--- src/rtl/ltf_ram.sv ---
// ltf_ram: generic single write port, single read port ram with registered read
// no dependencies

module ltf_ram #(
    parameter int WIDTH = 8,
    parameter int DEPTH = 16
) (
    input  logic                     clk,
    input  logic                     we,
    input  logic [$clog2(DEPTH)-1:0] waddr,
    input  logic [WIDTH-1:0]         wdata,
    input  logic [$clog2(DEPTH)-1:0] raddr,
    output logic [WIDTH-1:0]         rdata
);

    logic [WIDTH-1:0] mem [DEPTH];

    always_ff @(posedge clk)
    begin
        if (we)
        begin
            mem[waddr] <= wdata;
        end
        rdata <= mem[raddr];
    end

endmodule

--- config.mk ---
export PLATFORM = sky130hd
export DESIGN_NAME = ltf_ram
export DESIGN_NICKNAME = d
export VERILOG_FILES = /design/src/rtl/ltf_ram.sv
export SDC_FILE = /design/constraint.sdc
export NUM_CORES = 1
export LEC_CHECK = 0
export ABC_AREA = 0
export BUFFER_PORTS_ARGS = -buffer_cell sky130_fd_sc_hd__buf_4
export CAP_MARGIN = 20
export CORE_MARGIN = 2
export CORE_UTILIZATION = 65
export CTS_CLUSTER_SIZE = 28
export DETAILED_ROUTE_END_ITERATION = 6
export GPL_ROUTABILITY_DRIVEN = 1
export MAX_ROUTING_LAYER = met4
export PLACE_DENSITY = 0.82
export SYNTH_ARGS = -nofsm -noshare
export SYNTH_HDL_FRONTEND = slang
export SYNTH_SLANG_ARGS = --single-unit
--- constraint.sdc ---
create_clock -name clk -period 3.6 [get_ports clk]
set_input_delay 1.08 -clock clk [delete_from_list [all_inputs] [get_ports clk]]
set_output_delay 1.08 -clock clk [all_outputs]
set_load 0.05 [all_outputs]
==> results.yml <==
sta:
  final_hold_viol_count: 0
  hold_ws_ps: 675
  worst_pin_slew_ps: 946
  rsz0062_at_grt: "no"
  final.period_utilization: 0.622
  slew-limit-headroom: 0.367
  finalMaxSlewViolations: 0
  max_freq_mhz: 447
  setup_tns_ps: 0
  fin_crit_ps: 2240
  setup_violations: 0
  skew_ps: 6.02
synthesis:
  netlist_area_mm2: 0.00515
  yosysUniqueCellTypes: 19
  synth_top_area_frac: 0.747
  yosysWarnings: 0
  yosys.area.top_type: "edfxtp_1"
  synthCells: 229
  synth_seq_area_share: 0.778
  synth-seq-cells: 136
  avgSynthCellArea_um2: 22.5
  synth.top_cells.by_area: "edfxtp_1, mux4_2, mux4_1"
  synth.net_count: 247
floorplanning:
  die-height_um: 93.0
  coreArea_mm2: 0.00769
  start_util: 0.670
  dieArea_mm2: 0.00865
  die_width_um: 93.0
  ios: 26
  core.rowCount: 32
placed_design:
  post-dp-hpwl_mm: 5.74
  io_buffers: 25
  gpl.final_weighted_congestion: 0.825
critical_path:
  crit_required_ps: 3740
  crit_path_end_kind: "flop"
  path_class: "in -> reg"
  startpoint_type: "input pin"
  crit_path_max_fanout: 8
  cp_slowest_stage_delay_ps: 650
  cp_cell_sequence: "buf_4, or3b_2, nor2_1"
  arrival_ps: 2380
  slowest_stage: "nor2_1"
route:
  drc: 0
  route.met3.wl_um: 904
  vias: 2556
  via_per_inst: 6.62
  wl_met2_mm: 5.10
  wl_per_cell_um: 26.6
  antenna_left: 0
  wl_mm: 10.3
  wl_met1_mm: 3.98
  top_layer: "met4"
  drtIter0Drc: 303
  drt_pass1_iterations: 7
clocking:
  clk_pin_slew_ps: 60
  h-tree-depth: 4
  cts_made_buffers: 17
  cts_setup_buffers: 0
  cts-resized-gates: 0
  ctsRootBufferMaster: "clkbuf_8"
  cts_buffer_depth: 2
  clk_latency_ps: 510
  cts_tree: "built"
  cts_sinks: 136
  hold_buffers: 0
global_routing:
  antenna_found_initial: 0
  grt_usage: 0.271
  grt_pass1_wl_mm: 15.4
  grt_pass1_vias: 2619
  grt_max_degree: 33
  overflow: 0
power_and_ir_drop:
  p_leak_nw: 2.06
  max-vdd-ir-drop_uv: 573
  power.density_mw_per_mm2: 627
layout:
  finish.utilization: 0.788
  drive_gt1_frac: 0.282
  area_growth_pct: 17.7
  antenna_cells: 0
  nNetsFinal: 289
job:
  maxCapViolCount: 0
hold_path:
  min_path_type: "reg -> reg"
run_status:
  status: "finished, final reports clean"
[state kept, by name (all words and copies together), names as in the netlist]
signal  flops
mem       128
rdata       8
[through the flow]
stage / total power, mW / cell area, µm² / instances / setup WS (ps)
6_report: 3.80 / 6060 / 386 / 1360
3_5_place_dp: 2.02 / 5440 / 354 / 857
3_3_place_gp: 2.01 / 5440 / 354 / 865
4_1_cts: 3.81 / 6060 / 386 / 1380
5_1_grt: 3.89 / 6060 / 386 / 1300
2_1_floorplan: 1.94 / 5150 / 229 / 1030
[cells by family (layout without fill, tap and decap cells)]
logic type	after synthesis	after routing	share of synthesized area
flops	136	136	0.778
simple gates	35	35	0.0318
mux	32	32	0.150
compound gates	16	16	0.0233
buf+inv	10	65	0.0168
[cell usage in the layout, fill, tap and decap left out]
| master | n |
|---|---|
| clkinv_4 | 3 |
| nand3_1 | 1 |
| clkinv_1 | 3 |
| nand3b_1 | 2 |
| clkbuf_1 | 1 |
| buf_4 | 33 |
| clkinvlp_4 | 1 |
| a22oi_1 | 16 |
| bufinv_16 | 5 |
| clkbuf_8 | 1 |
| and2_1 | 1 |
| edfxtp_1 | 128 |
| or3b_2 | 1 |
| nor2_1 | 13 |
| mux4_2 | 18 |
| nor3_1 | 4 |
| clkbuf_16 | 16 |
| mux4_1 | 14 |
| clkinv_2 | 2 |
| dfxtp_1 | 8 |
| nor2b_1 | 1 |
| and2b_1 | 1 |
| nand2b_1 | 2 |
| nand2_1 | 9 |
[power by group]
group / internal (mW) / switching, mW / leakage, nW
Sequential: 1.77 / 0.0130 / 1.22
Combinational: 0.0763 / 0.129 / 0.534
Clock: 1.19 / 0.623 / 0.301
[Yosys cell counts]
master           count
buf_4                1
nand2_1              9
or3b_2               1
nor3_1               4
clkdlybuf4s25_2      3
and2b_1              1
buf_2                3
nand3b_1             2
nor2_1              13
nand3_1              1
buf_6                3
dfxtp_1              8
edfxtp_1           128
nor2b_1              1
mux4_1              14
mux4_2              18
and2_1               1
nand2b_1             2
a22oi_1             16
[routing by layer]
metal,up-vias,global-route usage
li1,1063,-
met1,1286,0.354
met2,177,0.412
met3,30,0.0782
met4,0,0.113
met5,-,-
[path summary, 6_finish.rpt]
check / startpoint / endpoint / slack, ps / depth (start not counted)
min: mem[12][7]$_DFFE_PP_ / rdata[7]$_DFF_P_ / 670 / 3
min reg2reg: mem[12][7]$_DFFE_PP_ / rdata[7]$_DFF_P_ / 670 / 3
max: waddr[2] / mem[3][1]$_DFFE_PP_ / 1360 / 3
max reg2reg: mem[2][6]$_DFFE_PP_ / rdata[6]$_DFF_P_ / 2130 / 3
[area by class of cell]
cell class,count,area (µm²)
fillers,391,1630
repair buffers,33,248
clock buffers,18,418
well taps,102,128
multi-input cells,83,1060
clock inverters,14,205
flip-flops and latches,136,4000
[worst max-delay path: cells and delay by family]
family                 cells  cell delay (ps)
buffers and inverters      1              120
and+or+nand+nor            2             1170
No activity file was read; power rests on OpenSTA's default activity.
