### config.mk
export PLATFORM = sky130hd
export DESIGN_NAME = ltf_mul
export DESIGN_NICKNAME = d
export VERILOG_FILES = /design/src/rtl/ltf_pkg.sv /design/src/rtl/ltf_mul.sv
export SDC_FILE = /design/constraint.sdc
export NUM_CORES = 2
export LEC_CHECK = 0
export BUFFER_PORTS_ARGS = -buffer_cell sky130_fd_sc_hd__buf_2
export CORE_MARGIN = 2
export CORE_UTILIZATION = 45
export CTS_CLUSTER_DIAMETER = 30
export DETAILED_ROUTE_END_ITERATION = 16
export PLACE_DENSITY_LB_ADDON = 0.25
export SYNTH_ARGS = -nofsm -noshare
export SYNTH_HDL_FRONTEND = slang
export SYNTH_SLANG_ARGS = --single-unit
### constraint.sdc
create_clock -name clk -period 7.65 [get_ports clk]
set_input_delay 0.3825 -clock clk [delete_from_list [all_inputs] [get_ports clk]]
set_output_delay 0.3825 -clock clk [all_outputs]
set_load 0.03 [all_outputs]
### src/rtl/ltf_pkg.sv
// ltf_pkg: widths, state encoding and shared types for the touch calibration line fit
// no dependencies; every other rtl file except ltf_ram refers to it by scoped names

package ltf_pkg;

    // sample storage
    localparam int MAX_SAMPLES = 16;
    localparam int CNT_W       = $clog2(MAX_SAMPLES + 1);
    localparam int ADDR_W      = $clog2(MAX_SAMPLES);

    // field widths
    localparam int SCR_W   = 10;
    localparam int RAW_W   = 16;
    localparam int CFG_W   = 13;
    localparam int ENTRY_W = 2 * SCR_W + 2 * RAW_W;
    localparam int OUT_W   = 17;
    localparam int ERR_W   = 16;

    // stream widths
    localparam int S_TDATA_W = ((ENTRY_W + 7) / 8) * 8;
    localparam int M_FIELD_W = 4 * OUT_W + 4 * ERR_W;
    localparam int M_TDATA_W = ((M_FIELD_W + 7) / 8) * 8;

    // running sums
    localparam int S_W  = SCR_W + ADDR_W;
    localparam int R_W  = RAW_W + ADDR_W;
    localparam int SS_W = 2 * SCR_W + ADDR_W;
    localparam int SR_W = SCR_W + RAW_W + ADDR_W;

    // fit arithmetic
    localparam int MA_W    = 40;
    localparam int MB_W    = 16;
    localparam int P_W     = MA_W + MB_W;
    localparam int WIDE_W  = 58;
    localparam int DEN_W   = SS_W + CNT_W + 1;
    localparam int NUM_W   = SR_W + CNT_W + 1;
    localparam int SLOPE_W = 38;
    localparam int DIVD_W  = 64;
    localparam int DIVR_W  = 40;
    localparam int DCNT_W  = $clog2(DIVD_W);
    localparam int RES_W   = 32;
    localparam int TOT_W   = RES_W + ADDR_W;
    localparam int FRAC_SH = 12;

    localparam logic [DIVD_W-1:0] SLOPE_LIM  = DIVD_W'(64'd1 << 36);
    localparam logic [DIVD_W-1:0] EP_POS_MAX = DIVD_W'(65535);
    localparam logic [DIVD_W-1:0] EP_NEG_MAX = DIVD_W'(65536);
    localparam logic [DIVD_W-1:0] RES_MAX    = DIVD_W'(32'hFFFF_FFFF);

    // configuration register map
    localparam int CFG_IDX_W = 2;
    localparam logic [CFG_IDX_W-1:0] CFG_PANEL_WIDTH  = 2'd0;
    localparam logic [CFG_IDX_W-1:0] CFG_PANEL_HEIGHT = 2'd1;
    localparam logic [CFG_W-1:0]     PANEL_WIDTH_RST  = 13'd320;
    localparam logic [CFG_W-1:0]     PANEL_HEIGHT_RST = 13'd480;

    typedef enum logic [4:0] {
        ST_IDLE,
        ST_LD0, ST_LD1, ST_LD2, ST_LD3, ST_LD4,
        ST_CHK, ST_M1, ST_M2, ST_M3, ST_M4,
        ST_SLOPE, ST_SLOPE_W,
        ST_IC0, ST_IC1, ST_IC_W,
        ST_E0, ST_E1,
        ST_RD, ST_RM, ST_RDIV, ST_R_W,
        ST_MEAN, ST_MEAN_W,
        ST_DONE
    } state_t;

    typedef struct packed {
        logic              start;
        logic [DIVD_W-1:0] dividend;
        logic [DIVR_W-1:0] divisor;
    } div_req_t;

endpackage

### src/rtl/ltf_mul.sv
// ltf_mul: shared signed by unsigned multiplier with registered product
// depends on ltf_pkg

module ltf_mul (
    input  logic                               clk,
    input  logic signed [ltf_pkg::MA_W-1:0]    a,
    input  logic        [ltf_pkg::MB_W-1:0]    b,
    output logic signed [ltf_pkg::P_W-1:0]     p_reg
);

    logic signed [ltf_pkg::P_W:0] prod;

    assign prod = a * $signed({1'b0, b});

    always_ff @(posedge clk)
    begin
        p_reg <= prod[ltf_pkg::P_W-1:0];
    end

endmodule

==> metrics.yaml <==
sta:
  timing.final.crit_period_ns: 7.26
  achievable-frequency_mhz: 138
  finalHoldViolCount: 0
  timing.final.crit_share: 0.949
  final_max_slew_viol_count: 0
  timing.max_slew.rel_slack: 0.352
  rsz0062_at_grt: "no"
  tightest_slew_ns: 0.972
  tns_ns: 0
  setup_viol_count_final: 0
flow_run:
  maxCapViolCount: 0
critical_path:
  crit_path_top_delay_cell: "sky130_fd_sc_hd__buf_2"
  cp.required_ns: 7.85
  timing.critical_path.mode_cell: "sky130_fd_sc_hd__fa_1"
  path_max_fanout: 40
  critPathArrivalTime_ns: 7.46
  crit_type: "in2reg"
  worst_setup_path_start_kind: "input pin"
  critical_path.cell_chain: "buf_2, and2_1, fa_1, inv_1, fa_1, fa_1, inv_1, fa_1, fa_1, inv_1, fa_1, inv_1, ha_1, and4_1, nand3_1, a211oi_1, o221a_2, o21ai_0, buf_4, a21oi_1, a21oi_1, o311ai_0"
  cp_slowest_stage_delay_ns: 0.55
  critical_path.endpoint_type: "register"
logic_synthesis:
  synth_most_common_cell: "sky130_fd_sc_hd__inv_1"
  edff_count_synth: 0
  yosys_warns: 0
  netlist_area_um2: 23000
  synth_top_flop_cell: "sky130_fd_sc_hd__dfxtp_1"
  netlist.area_leader.share: 0.519
  synthArstFlopShare: 0
  post_synthesis_register_bit_count: 56
  leading_cell_types_by_total_area_after_synthesis: "sky130_fd_sc_hd__fa_1 52%, sky130_fd_sc_hd__inv_1 11%, sky130_fd_sc_hd__ha_1 7.1%, sky130_fd_sc_hd__nand2_1 6.9%, sky130_fd_sc_hd__and2_1 6.7%"
  ys_seq_area_frac: 0.0488
  yosysTopAreaCell: "sky130_fd_sc_hd__fa_1"
  synth_fp_nets: 3370
  mean_syn_cell_area_um2: 8.89
  post_synth_most_frequent_cells: "690 x sky130_fd_sc_hd__inv_1, 596 x sky130_fd_sc_hd__fa_1, 425 x sky130_fd_sc_hd__nand2_1"
  synthDistinctLibCells: 59
  synthCells: 2587
grt:
  antenna_found_initial: 1
  first_global_vias: 18800
  groute.usage.overall: 0.243
  grt_first_pass_wirelength_um: 101000
  grt_start_max_net_pins: 41
  gr-total-overflow: 0
final_layout:
  num-nets-final: 3412
  area_delta_synth_final_pct: 6.47
  fraction_of_final_layout_cells_sized_beyond_drive_strength_1: 0.0654
  largest_reg_flops: 56
  post-route-cell-area_um2: 24500
clock_tree:
  cts_htree_levels: 2
  worst_setup_hold_path_clk_slew_ns: 0.08
  ctsRootBufferMaster: "sky130_fd_sc_hd__clkbuf_16"
  ctsLongestPathBuffers: 2
  postCtsHoldBufs: 0
  cts_made_buffers: 5
  cts_num_sinks: 56
  number_of_buffers_inserted_to_repair_setup_after_cts: 0
  cts_tree: "yes"
detailed_routing:
  detail_route.wirelength_um: 60100
  route.antenna.remaining_nets: 0
  first_pass_iters: 5
  detail_route.drc_violations: 0
  drt_iter0_drc: 956
  routed-via-count: 16800
  avgRoutedWirePerCell_um: 18.2
  detail_route.vias_per_cell: 5.09
die:
  die_height_um: 230
  floorplan.die.width_um: 230
  num_rows: 82
  die-area_um2: 52900
  fp.coreArea_um2: 50300
  initial_utilization: 0.457
  ioPinCount: 113
status:
  outcome: "complete, no violations"
place:
  post-dp-hpwl_um: 49500
  buffer_ports.inserted: 112
  placed_area_um2: 24300
  routabilityCongestion: 0.909
worst_hold_path:
  hold_class: "in2reg"
[metal layers]
layer	up-vias	part of all wire	global-route usage
li1	7496	-	-
met1	8625	0.41	0.320
met2	578	0.48	0.408
met3	105	0.071	0.0428
met4	0	0.031	0.0794
met5	-	0	0
[layout by cell type, fill, tap and decap left out, types with 3 or more instances in the layout]
cell type,netlist,layout
sky130_fd_sc_hd__buf_4,0,35
sky130_fd_sc_hd__xnor2_1,37,37
sky130_fd_sc_hd__dfxtp_1,56,56
sky130_fd_sc_hd__a21oi_1,51,51
sky130_fd_sc_hd__a21o_1,18,18
sky130_fd_sc_hd__buf_2,1,110
sky130_fd_sc_hd__o311ai_0,4,4
sky130_fd_sc_hd__o21ai_0,31,31
sky130_fd_sc_hd__nand4_1,3,3
sky130_fd_sc_hd__inv_1,690,690
sky130_fd_sc_hd__buf_12,0,4
sky130_fd_sc_hd__fa_1,596,596
sky130_fd_sc_hd__nand3_1,16,16
sky130_fd_sc_hd__nor2_1,38,38
sky130_fd_sc_hd__nand2b_1,4,4
sky130_fd_sc_hd__o211ai_1,3,3
sky130_fd_sc_hd__a31oi_1,5,5
sky130_fd_sc_hd__xor2_1,16,16
sky130_fd_sc_hd__and3_1,9,9
sky130_fd_sc_hd__nand2_1,425,425
sky130_fd_sc_hd__ha_1,130,130
sky130_fd_sc_hd__nor2b_1,5,5
sky130_fd_sc_hd__a211oi_1,10,10
sky130_fd_sc_hd__o21a_1,9,9
sky130_fd_sc_hd__o21bai_1,11,11
sky130_fd_sc_hd__nor3_1,7,7
sky130_fd_sc_hd__or3_1,4,4
sky130_fd_sc_hd__or2_2,3,3
sky130_fd_sc_hd__clkbuf_16,0,5
sky130_fd_sc_hd__and2_1,246,246
sky130_fd_sc_hd__and4_1,3,3
sky130_fd_sc_hd__o31ai_1,4,4
[stage by stage]
stage | worst slack [ns] | hold WS [ns] | utilization | cells
floorplan | 1.37 | 0.510 | - | 2587
global placement | -0.403 | 0.818 | 0.483 | 3294
detailed placement | -0.251 | 0.816 | 0.483 | 3294
CTS | 0.0869 | 0.485 | 0.487 | 3302
global route | 0.100 | 0.496 | 0.487 | 3302
finish | 0.392 | 0.501 | 0.487 | 3304
[what timing repair did]
item / 4_1_cts / 5_1_grt
setup endpoints to repair: 0 / 2
resized for setup: 0 / 4
endpoints found under the hold margin: 0 / 0
[cell families after synthesis]
group / after synthesis / synth area share
adder cells (fa/ha/maj): 726 / 0.590
flip-flops: 56 / 0.0488
XOR/XNOR: 53 / 0.0202
buffers and inverters: 806 / 0.132
AND/OR/NAND/NOR: 774 / 0.160
AO/OA/AOI/OAI: 172 / 0.0495
[worst max-delay path, delay by kind of cell]
kind	cells	cell delay, ns
adders and majority gates	7	3.26
AOI/OAI and AO/OA	6	2.06
buffers and inverters	6	0.99
and+or+nand+nor	3	0.75
[final timing paths]
| kind | start | end | slack (ns) | depth (start not counted) |
|---|---|---|---|---|
| max | b[7] | p_reg[53] | 0.39 | 22 |
| min | a[0] | p_reg[0] | 0.50 | 2 |
[final cells by class]
type | instances | area [µm²]
fill | 4869 | 25800
sequential | 56 | 1120
tap | 672 | 841
clock buffer | 6 | 129
multi-input combinational | 1725 | 18900
antenna | 2 | 5.00
timing repair buffer | 151 | 908
clock inverter | 2 | 35.0
inverter | 690 | 2590
Power is not shown: default switching activity piles up to over one toggle a cycle in this logic, so the estimate is an artifact.
