==> src/rtl/ltf_pkg.sv <==
// ltf_pkg: widths, state encoding and shared types for the touch calibration line fit
// no dependencies; every other rtl file except ltf_ram refers to it by scoped names

package ltf_pkg;

    // sample storage
    localparam int MAX_SAMPLES = 16;
    localparam int CNT_W       = $clog2(MAX_SAMPLES + 1);
    localparam int ADDR_W      = $clog2(MAX_SAMPLES);

    // field widths
    localparam int SCR_W   = 10;
    localparam int RAW_W   = 16;
    localparam int CFG_W   = 13;
    localparam int ENTRY_W = 2 * SCR_W + 2 * RAW_W;
    localparam int OUT_W   = 17;
    localparam int ERR_W   = 16;

    // stream widths
    localparam int S_TDATA_W = ((ENTRY_W + 7) / 8) * 8;
    localparam int M_FIELD_W = 4 * OUT_W + 4 * ERR_W;
    localparam int M_TDATA_W = ((M_FIELD_W + 7) / 8) * 8;

    // running sums
    localparam int S_W  = SCR_W + ADDR_W;
    localparam int R_W  = RAW_W + ADDR_W;
    localparam int SS_W = 2 * SCR_W + ADDR_W;
    localparam int SR_W = SCR_W + RAW_W + ADDR_W;

    // fit arithmetic
    localparam int MA_W    = 40;
    localparam int MB_W    = 16;
    localparam int P_W     = MA_W + MB_W;
    localparam int WIDE_W  = 58;
    localparam int DEN_W   = SS_W + CNT_W + 1;
    localparam int NUM_W   = SR_W + CNT_W + 1;
    localparam int SLOPE_W = 38;
    localparam int DIVD_W  = 64;
    localparam int DIVR_W  = 40;
    localparam int DCNT_W  = $clog2(DIVD_W);
    localparam int RES_W   = 32;
    localparam int TOT_W   = RES_W + ADDR_W;
    localparam int FRAC_SH = 12;

    localparam logic [DIVD_W-1:0] SLOPE_LIM  = DIVD_W'(64'd1 << 36);
    localparam logic [DIVD_W-1:0] EP_POS_MAX = DIVD_W'(65535);
    localparam logic [DIVD_W-1:0] EP_NEG_MAX = DIVD_W'(65536);
    localparam logic [DIVD_W-1:0] RES_MAX    = DIVD_W'(32'hFFFF_FFFF);

    // configuration register map
    localparam int CFG_IDX_W = 2;
    localparam logic [CFG_IDX_W-1:0] CFG_PANEL_WIDTH  = 2'd0;
    localparam logic [CFG_IDX_W-1:0] CFG_PANEL_HEIGHT = 2'd1;
    localparam logic [CFG_W-1:0]     PANEL_WIDTH_RST  = 13'd320;
    localparam logic [CFG_W-1:0]     PANEL_HEIGHT_RST = 13'd480;

    typedef enum logic [4:0] {
        ST_IDLE,
        ST_LD0, ST_LD1, ST_LD2, ST_LD3, ST_LD4,
        ST_CHK, ST_M1, ST_M2, ST_M3, ST_M4,
        ST_SLOPE, ST_SLOPE_W,
        ST_IC0, ST_IC1, ST_IC_W,
        ST_E0, ST_E1,
        ST_RD, ST_RM, ST_RDIV, ST_R_W,
        ST_MEAN, ST_MEAN_W,
        ST_DONE
    } state_t;

    typedef struct packed {
        logic              start;
        logic [DIVD_W-1:0] dividend;
        logic [DIVR_W-1:0] divisor;
    } div_req_t;

endpackage

==> src/rtl/ltf_div.sv <==
// ltf_div: iterative restoring divider, one quotient bit a cycle, rounds half up
// depends on ltf_pkg (div_req_t and widths)

module ltf_div (
    input  logic                          clk,
    input  logic                          rst_n,
    input  ltf_pkg::div_req_t             req,
    output logic                          done_reg,
    output logic [ltf_pkg::DIVD_W-1:0]    quo_reg
);

    logic                          busy_reg;
    logic [ltf_pkg::DCNT_W-1:0]    cnt_reg;
    logic [ltf_pkg::DIVD_W-1:0]    num_reg;
    logic [ltf_pkg::DIVR_W-1:0]    den_reg;
    logic [ltf_pkg::DIVR_W:0]      rem_reg;
    logic [ltf_pkg::DIVR_W:0]      rem_sh;
    logic                          fits;

    assign rem_sh = {rem_reg[ltf_pkg::DIVR_W-1:0], num_reg[ltf_pkg::DIVD_W-1]};
    assign fits   = rem_sh >= {1'b0, den_reg};

    always_ff @(posedge clk or negedge rst_n)
    begin
        if (!rst_n)
        begin
            busy_reg <= 1'b0;
            done_reg <= 1'b0;
            cnt_reg  <= '0;
        end
        else
        begin
            done_reg <= 1'b0;
            if (req.start)
            begin
                busy_reg <= 1'b1;
                cnt_reg  <= '1;
            end
            else if (busy_reg)
            begin
                cnt_reg <= cnt_reg - 1'b1;
                if (cnt_reg == '0)
                begin
                    busy_reg <= 1'b0;
                    done_reg <= 1'b1;
                end
            end
        end
    end

    // rounding: the half divisor is folded into the dividend
    always_ff @(posedge clk)
    begin
        if (req.start)
        begin
            num_reg <= req.dividend + ltf_pkg::DIVD_W'(req.divisor >> 1);
            den_reg <= req.divisor;
            rem_reg <= '0;
            quo_reg <= '0;
        end
        else if (busy_reg)
        begin
            num_reg <= num_reg << 1;
            quo_reg <= {quo_reg[ltf_pkg::DIVD_W-2:0], fits};
            rem_reg <= fits ? rem_sh - {1'b0, den_reg} : rem_sh;
        end
    end

endmodule

==> config.mk <==
export PLATFORM = sky130hd
export DESIGN_NAME = ltf_div
export DESIGN_NICKNAME = d
export VERILOG_FILES = /design/src/rtl/ltf_pkg.sv /design/src/rtl/ltf_div.sv
export SDC_FILE = /design/constraint.sdc
export NUM_CORES = 1
export LEC_CHECK = 0
export BUFFER_PORTS_ARGS = -buffer_cell sky130_fd_sc_hd__clkbuf_2
export CAP_MARGIN = 20
export CORE_ASPECT_RATIO = 0.9
export CORE_MARGIN = 5
export CORE_UTILIZATION = 40
export DETAILED_ROUTE_END_ITERATION = 8
export GPL_TIMING_DRIVEN = 0
export PLACE_DENSITY = 0.67
export SLEW_MARGIN = 20
export SYNTH_ARGS = -nofsm -noshare
export SYNTH_HDL_FRONTEND = slang
export SYNTH_SLANG_ARGS = --single-unit
==> constraint.sdc <==
create_clock -name clk -period 3.62 [get_ports clk]
set_clock_uncertainty 0.05 [all_clocks]
set_input_delay 0.724 -clock clk [delete_from_list [all_inputs] [get_ports clk]]
set_output_delay 0.724 -clock clk [all_outputs]
set_load 0.005 [all_outputs]
==> insert_results.sql, run 1 <==
INSERT INTO impl_metrics (metric_group, metric, value, unit) VALUES
('routing', 'drt_wl_total', '35.3', 'mm'),
('finish', 'post_layout_nonfiller_instances', '2046', ''),
('critical_path', 'worstReg2RegStart', 'den_reg[1]', ''),
('sta', 'tightest_slew', '1.06', 'ns'),
('finish', 'area_growth', '17.8', '%'),
('routing', 'dr.first_iter.drc_count', '711', ''),
('floorplanning', 'fp.dieArea', '37100', 'sq um'),
('worst_hold_path', 'worstHoldPathType', 'in -> reg', ''),
('cts', 'tritoncts', 'built', ''),
('synthesis', 'netlist_top_cells_area', 'sky130_fd_sc_hd__edfxtp_1 (23%), sky130_fd_sc_hd__dfxtp_1 (16%), sky130_fd_sc_hd__ha_1 (7.6%)', ''),
('global_route', 'grt_antenna_before_repair', '1', ''),
('sta', 'slew_headroom', '0.292', ''),
('synthesis', 'yosysTopAreaCellShare', '0.234', ''),
('sta', 'finalSetupViolCount', '0', ''),
('finish', 'layout-drive-gt1-share', '0.180', ''),
('synthesis', 'ys_seq_elements', '216', ''),
('finish', 'layout_commonest_cell', 'sky130_fd_sc_hd__nor2_1', ''),
('worst_hold_path', 'min_delay_worst_endpoint', 'den_reg[0]', ''),
('worst_hold_path', 'hold_path_start', 'req[0]', ''),
('synthesis', 'synth_sequential_area_ratio', '0.406', ''),
('critical_path', 'worst-endpoint-required', '3.99', 'ns'),
('cts', 'clkSinkCount', '216', ''),
('cts', 'htree_levels', '1', ''),
('global_route', 'grt_usage', '0.183', ''),
('global_route', 'groute.layer.met2.usage', '0.298', ''),
('cts', 'cts-buffers-inserted', '26', ''),
('critical_path', 'arr_time_crit_path', '3.87', 'ns'),
('critical_path', 'r2r_slack', '0.12', 'ns'),
('synthesis', 'ys.flop_type', 'sky130_fd_sc_hd__edfxtp_1', ''),
('power_and_ir_drop', 'p_total', '9.19', 'mW'),
('placed_design', 'globalplace.congestion', '0.929', ''),
('synthesis', 'mappedNetlistNets', '1592', ''),
('sta', 'fmaxAchievable', '0.286', 'GHz'),
('routing', 'dr_total_vias', '11100', ''),
('outcome', 'status', 'finished clean', ''),
('routing', 'wire_per_inst', '17.3', 'um'),
('critical_path', 'startpoint_class', 'flip-flop', ''),
('sta', 'timing_hold_violations_final', '0', ''),
('synthesis', 'yosysUniqueCellTypes', '82', ''),
('sta', 'rsz_0062_raised_after_global_routing', 'true', ''),
('floorplanning', 'design.portCount', '172', ''),
('routing', 'via_per_inst', '5.45', ''),
('synthesis', 'syn_area', '13300', 'sq um'),
('global_route', 'grt_start_max_net_pins', '54', ''),
('synthesis', 'ys_async_sr_fraction', '0.0370', ''),
('cts', 'clock-root-buffer', 'sky130_fd_sc_hd__clkbuf_16', ''),
('synthesis', 'synth_warnings', '0', ''),
('synthesis', 'syn-instance-count', '1402', ''),
('floorplanning', 'floorplan.initialDensity', '0.404', ''),
('sta', 'final_critical_path_share_of_the_clock_period', '0.967', ''),
('global_route', 'wire_length_of_the_first_global_routing_pass', '56.1', 'mm'),
('power_and_ir_drop', 'p_leak', '7.07', 'nW'),
('critical_path', 'critPathMaxFanout', '10', ''),
('floorplanning', 'fp.dieH', '183', 'um'),
('sta', 'finalCriticalPeriod', '3.50', 'ns'),
('global_route', 'first_global_vias', '10700', ''),
('sta', 'number_of_max_slew_violations_in_the_final_report', '0', ''),
('global_route', 'busiest_layer', 'met2', ''),
('synthesis', 'netlist.top_cell.by_area', 'sky130_fd_sc_hd__edfxtp_1', ''),
('global_route', 'gr-usage-met3', '0.0274', ''),
('floorplanning', 'placeableCoreArea', '32900', 'sq um'),
('routing', 'detail_route.first_pass.iterations', '5', ''),
('synthesis', 'synth_area_per_cell', '9.51', 'sq um'),
('finish', 'nets', '1793', ''),
('finish', 'most_frequent_cells_in_the_layout', 'sky130_fd_sc_hd__nor2_1 (173), sky130_fd_sc_hd__clkbuf_2 (170), sky130_fd_sc_hd__a21oi_1 (106), sky130_fd_sc_hd__edfxtp_1 (104), sky130_fd_sc_hd__dfxtp_1 (104)', ''),
('placed_design', 'place.detailed.hpwl', '27.2', 'mm'),
('floorplanning', 'floorplan.rows', '63', ''),
('global_route', 'global_route.overflow_total', '0', ''),
('routing', 'drcViolationCount', '0', ''),
('global_route', 'grtUsageMet1', '0.251', ''),
('flow_run', 'cap_viol_max_count', '0', '');
## synth_stat cells (42+ instances only)
cell and instances:
sky130_fd_sc_hd__nor2_1 173, sky130_fd_sc_hd__dfxtp_1 104, sky130_fd_sc_hd__a21oi_1 106, sky130_fd_sc_hd__nand2_1 95, sky130_fd_sc_hd__ha_1 81, sky130_fd_sc_hd__a21o_1 43
sky130_fd_sc_hd__edfxtp_1 104, sky130_fd_sc_hd__xnor2_1 57, sky130_fd_sc_hd__inv_1 60, sky130_fd_sc_hd__mux2i_1 92, sky130_fd_sc_hd__xor2_1 42, sky130_fd_sc_hd__o21ai_0 47
## what timing repair did
item | in CTS | in global routing
resized for setup | 1 | 4
hold buffers | 1 | 0
buffers inserted | 0 | 0
setup endpoints to repair | 1 | 39
hold endpoints to repair | 8 | 0
## layer usage
layer	share of wire	vias up
li1	-	5512
met3	0.055	61
met5	0	-
met2	0.46	314
met1	0.45	5256
met4	0.034	0
## logic make-up (layout without fill, tap and decap cells)
family | after synthesis | count (layout) | share of synthesized area
and+or+nand+nor | 416 | 416 | 0.147
AOI/OAI and AO/OA | 337 | 337 | 0.167
DFF | 216 | 216 | 0.406
muxes | 126 | 126 | 0.0978
buffers and inverters | 125 | 346 | 0.0387
xor gates and xnor gates | 99 | 99 | 0.0651
adders and majority gates | 83 | 83 | 0.0790
other | 0 | 1 | 0
## worst max path at each step
stage                           from     endpoint  depth (start not counted)
after floorplan               req[1]  num_reg[38]                         11
after global placement      req[104]  num_reg[12]                          4
after detailed placement      req[1]  num_reg[42]                         13
after CTS                 den_reg[1]  rem_reg[38]                         12
after global routing      den_reg[1]  rem_reg[16]                         13
final                     den_reg[1]  rem_reg[17]                         13
## stage by stage
stage	TNS (ns)	hold slack, ns	worst slack [ns]	area [sq um]
global placement	-101.22	0.429	-1.45	14700
floorplan	0	0.378	0.376	13300
finish	0	0.322	0.120	15700
global route	-0.0578	0.304	-0.0299	15700
CTS	0	0.296	0.0868	15700
detailed placement	-9.48	0.435	-0.449	14700
## area by class of cell
class,count,area (sq um)
Antenna cell,1,2.50
Multi-Input combinational cell,1061,7440
Sequential cell,216,5410
Clock inverter,18,194
Inverter,60,228
Tap cell,422,528
Clock buffer,30,728
Buffer,65,290
Timing Repair Buffer,173,893
Fill cell,3123,17200
## where the power goes
group	leakage (nW)	switching (mW)	internal [mW]
sequential	1.98	0.242	2.97
clock	0.452	1.08	1.67
combinational	4.64	1.83	1.39
## critical path, stage by stage (launching register included)
cell and delay (ns):
sky130_fd_sc_hd__edfxtp_1 0.47, sky130_fd_sc_hd__inv_1 0.07, sky130_fd_sc_hd__ha_1 0.30, sky130_fd_sc_hd__nor2b_1 0.15, sky130_fd_sc_hd__o31a_1 0.30, sky130_fd_sc_hd__o21ai_2 0.30, sky130_fd_sc_hd__o211ai_1 0.18, sky130_fd_sc_hd__a221oi_4 0.48
sky130_fd_sc_hd__o21ai_2 0.19, sky130_fd_sc_hd__a21o_1 0.20, sky130_fd_sc_hd__buf_6 0.14, sky130_fd_sc_hd__buf_6 0.15, sky130_fd_sc_hd__mux2i_1 0.12, sky130_fd_sc_hd__a211oi_1 0.29
Power figures use the tool's default switching activity.
==> inputs of run 2 (changes only) <==
REMOVE_ABC_BUFFERS = 1   (was not set)
==> run 2 against run 1 <==
Effect of this change:
- clock power fell by 14%
- worst setup slack improved by 0.069 ns
- critical path type is now in -> reg
- register-to-register slack improved by 0.08 ns
- highest routed layer unchanged
- critical path depth fell by 2
==> insert_results.sql, run 2 (synthesized netlist as in run 1, its figures left out) <==
INSERT INTO impl_metrics (metric_group, metric, value, unit) VALUES
('outcome', 'status', 'finished clean', ''),
('finish', 'antenna-diode-count', '0', ''),
('finish', 'combined_area_of_the_multi_input_logic_cells', '7470', 'sq um'),
('cts', 'clkTransAtPathRegs', '0.06', 'ns'),
('cts', 'tritoncts', 'built', ''),
('critical_path', 'r2r_slack', '0.20', 'ns'),
('power_and_ir_drop', 'power-per-cell-area', '564', 'nW/um^2'),
('cts', 'cts-buffers-inserted', '25', ''),
('finish', 'nets', '1733', ''),
('power_and_ir_drop', 'ir_drop', '0.000398', 'V'),
('cts', 'clock_tree.buffer_depth', '3', ''),
('critical_path', 'cp-startpoint', 'req[8]', ''),
('finish', 'postLayoutCellArea', '15400', 'sq um'),
('critical_path', 'criticalPathCategory', 'in -> reg', ''),
('critical_path', 'startpoint_class', 'primary input', ''),
('floorplanning', 'fp.dieArea', '37100', 'sq um'),
('floorplanning', 'floorplan.rows', '63', ''),
('sta', 'tightest_slew', '0.951', 'ns'),
('floorplanning', 'fp.dieH', '183', 'um'),
('finish', 'number_of_fill_cells', '3182', ''),
('sta', 'finalSetupViolCount', '0', ''),
('global_route', 'global_route.overflow_total', '0', ''),
('critical_path', 'worstSetupEndpoint', 'num_reg[61]', ''),
('sta', 'fmaxAchievable', '0.291', 'GHz'),
('routing', 'via_per_inst', '5.40', ''),
('floorplanning', 'floorplan.initialDensity', '0.404', ''),
('cts', 'htree_levels', '1', ''),
('worst_hold_path', 'worstHoldPathType', 'in -> reg', ''),
('cts', 'clkSinkCount', '216', ''),
('placed_design', 'place_area', '14600', 'sq um'),
('placed_design', 'globalplace.congestion', '0.912', ''),
('global_route', 'wire_length_of_the_first_global_routing_pass', '52.4', 'mm'),
('routing', 'detail_route.first_pass.iterations', '5', ''),
('critical_path', 'timing.reg2reg.worst_path_depth', '12', ''),
('routing', 'wire_per_inst', '16.4', 'um'),
('finish', 'ff_latch_area', '5410', 'sq um'),
('sta', 'finalWorstSetupSlack', '0.188', 'ns'),
('finish', 'area_growth', '15.8', '%'),
('finish', 'most_frequent_cells_in_the_layout', 'sky130_fd_sc_hd__nor2_1 (173), sky130_fd_sc_hd__clkbuf_2 (170), sky130_fd_sc_hd__a21oi_1 (106), sky130_fd_sc_hd__edfxtp_1 (104), sky130_fd_sc_hd__dfxtp_1 (104)', ''),
('critical_path', 'critPathMaxFanout', '13', ''),
('sta', 'finalCriticalPeriod', '3.43', 'ns'),
('sta', 'final_critical_path_share_of_the_clock_period', '0.948', ''),
('critical_path', 'arr_time_crit_path', '3.63', 'ns'),
('sta', 'slew_headroom', '0.364', ''),
('critical_path', 'regToRegEndpoint', 'rem_reg[17]', ''),
('routing', 'drtAntennaViolNets', '0', ''),
('sta', 'number_of_max_slew_violations_in_the_final_report', '0', ''),
('floorplanning', 'design.portCount', '172', ''),
('flow_run', 'cap_viol_max_count', '0', ''),
('cts', 'clkLatencyLatePin', '0.52', 'ns'),
('routing', 'drt_wl_total', '32.6', 'mm'),
('sta', 'final.setup.tns', '0', 'ns'),
('cts', 'clock-root-buffer', 'sky130_fd_sc_hd__clkbuf_16', ''),
('finish', 'layout.core_utilization', '0.468', ''),
('placed_design', 'placement.io_buffers', '171', ''),
('placed_design', 'detailedPlace.worstSlack', '-0.703', 'ns'),
('routing', 'dr_total_vias', '10700', ''),
('placed_design', 'place.detailed.hpwl', '24.4', 'mm'),
('global_route', 'grt_usage', '0.167', ''),
('finish', 'layout_commonest_cell', 'sky130_fd_sc_hd__nor2_1', ''),
('global_route', 'first_global_vias', '10100', ''),
('critical_path', 'worst-endpoint-required', '3.82', 'ns'),
('global_route', 'grt_start_max_net_pins', '118', ''),
('routing', 'drcViolationCount', '0', ''),
('finish', 'layout-drive-gt1-share', '0.177', ''),
('floorplanning', 'die_w', '202', 'um'),
('global_route', 'grt_antenna_before_repair', '0', ''),
('routing', 'dr.first_iter.drc_count', '716', ''),
('floorplanning', 'placeableCoreArea', '32900', 'sq um'),
('sta', 'timing_hold_violations_final', '0', ''),
('sta', 'rsz_0062_raised_after_global_routing', 'false', ''),
('critical_path', 'worst_setup_path_end_kind', 'flip-flop', ''),
('power_and_ir_drop', 'p_leak', '6.93', 'nW'),
('critical_path', 'worstReg2RegStart', 'den_reg[1]', '');
run 2: cell types whose count changed in the layout (fill, tap and decap cells not counted), moves of 2 or more:
| cell | delta |
|---|---|
| sky130_fd_sc_hd__buf_2 | -11 |
| sky130_fd_sc_hd__buf_16 | +5 |
| sky130_fd_sc_hd__clkbuf_1 | -31 |
| sky130_fd_sc_hd__buf_1 | -10 |
| sky130_fd_sc_hd__buf_6 | -4 |
| sky130_fd_sc_hd__o21ai_4 | +2 |
| sky130_fd_sc_hd__bufinv_16 | -2 |
| sky130_fd_sc_hd__inv_6 | -3 |
| sky130_fd_sc_hd__clkbuf_16 | -3 |
run 2: critical path: stages:
cell and delay (ns):
sky130_fd_sc_hd__clkbuf_2 0.12, sky130_fd_sc_hd__ha_1 0.43, sky130_fd_sc_hd__nand2_1 0.15, sky130_fd_sc_hd__a2111oi_4 0.35, sky130_fd_sc_hd__nor2_2 0.13, sky130_fd_sc_hd__a21oi_4 0.24, sky130_fd_sc_hd__o21ai_2 0.15, sky130_fd_sc_hd__o41a_2 0.66
sky130_fd_sc_hd__nor4_1 0.33, sky130_fd_sc_hd__xnor2_1 0.22, sky130_fd_sc_hd__a21oi_1 0.10
run 2: area by class of cell:
| class | instances | share of cell area |
|---|---|---|
| Multi-Input combinational cell | 1061 | 0.484 |
| Sequential cell | 216 | 0.350 |
| Timing Repair Buffer | 179 | 0.0678 |
| Clock buffer | 35 | 0.0436 |
| Tap cell | 422 | 0.0342 |
| Inverter | 60 | 0.0148 |
| Clock inverter | 10 | 0.00535 |
run 2: report_power, final:
group / internal [mW] / switching, mW / leakage (nW)
Sequential: 2.97 / 0.211 / 1.98
Clock: 1.37 / 0.991 / 0.362
Combinational: 1.39 / 1.78 / 4.59
Total: 5.73 / 2.98 / 6.93
run 2: how the worst min path moves through the flow:
stage | startpoint | endpoint | slack, ns | cells after the start
floorplan | rst_n | busy_reg | 0.38 | 0
global placement | quo_reg[63] | quo_reg[63] | 0.42 | 2
detailed placement | rem_reg[26] | rem_reg[26] | 0.43 | 2
CTS | req[22] | den_reg[22] | 0.31 | 1
global route | req[22] | den_reg[22] | 0.33 | 1
finish | req[22] | den_reg[22] | 0.35 | 1
run 2: per-stage QoR:
stage / instances / total power [mW] / hold WS (ns)
2_1_floorplan: 1337 / 5.52 / 0.378
3_5_place_dp: 1936 / 6.29 / 0.431
3_3_place_gp: 1930 / 6.22 / 0.423
4_1_cts: 1982 / 8.74 / 0.315
6_report: 1983 / 8.71 / 0.352
5_1_grt: 1983 / 9.28 / 0.334
run 2: what timing repair did:
| item | CTS | global route |
|---|---|---|
| endpoints found under the hold margin | 8 | 0 |
| setup endpoints to repair | 22 | 35 |
| buffers inserted | 0 | 1 |
| pin swaps | 0 | 1 |
| resized for setup | 3 | 7 |
| hold buffers | 1 | 0 |
run 2: metal layers:
layer / GRT usage / share of wire / vias up
met4: 0.0396 / 0.021 / 0
met1: 0.231 / 0.47 / 5088
met2: 0.279 / 0.47 / 180
met3: 0.0237 / 0.038 / 42
met5: 0 / 0 / -
li1: - / - / 5389
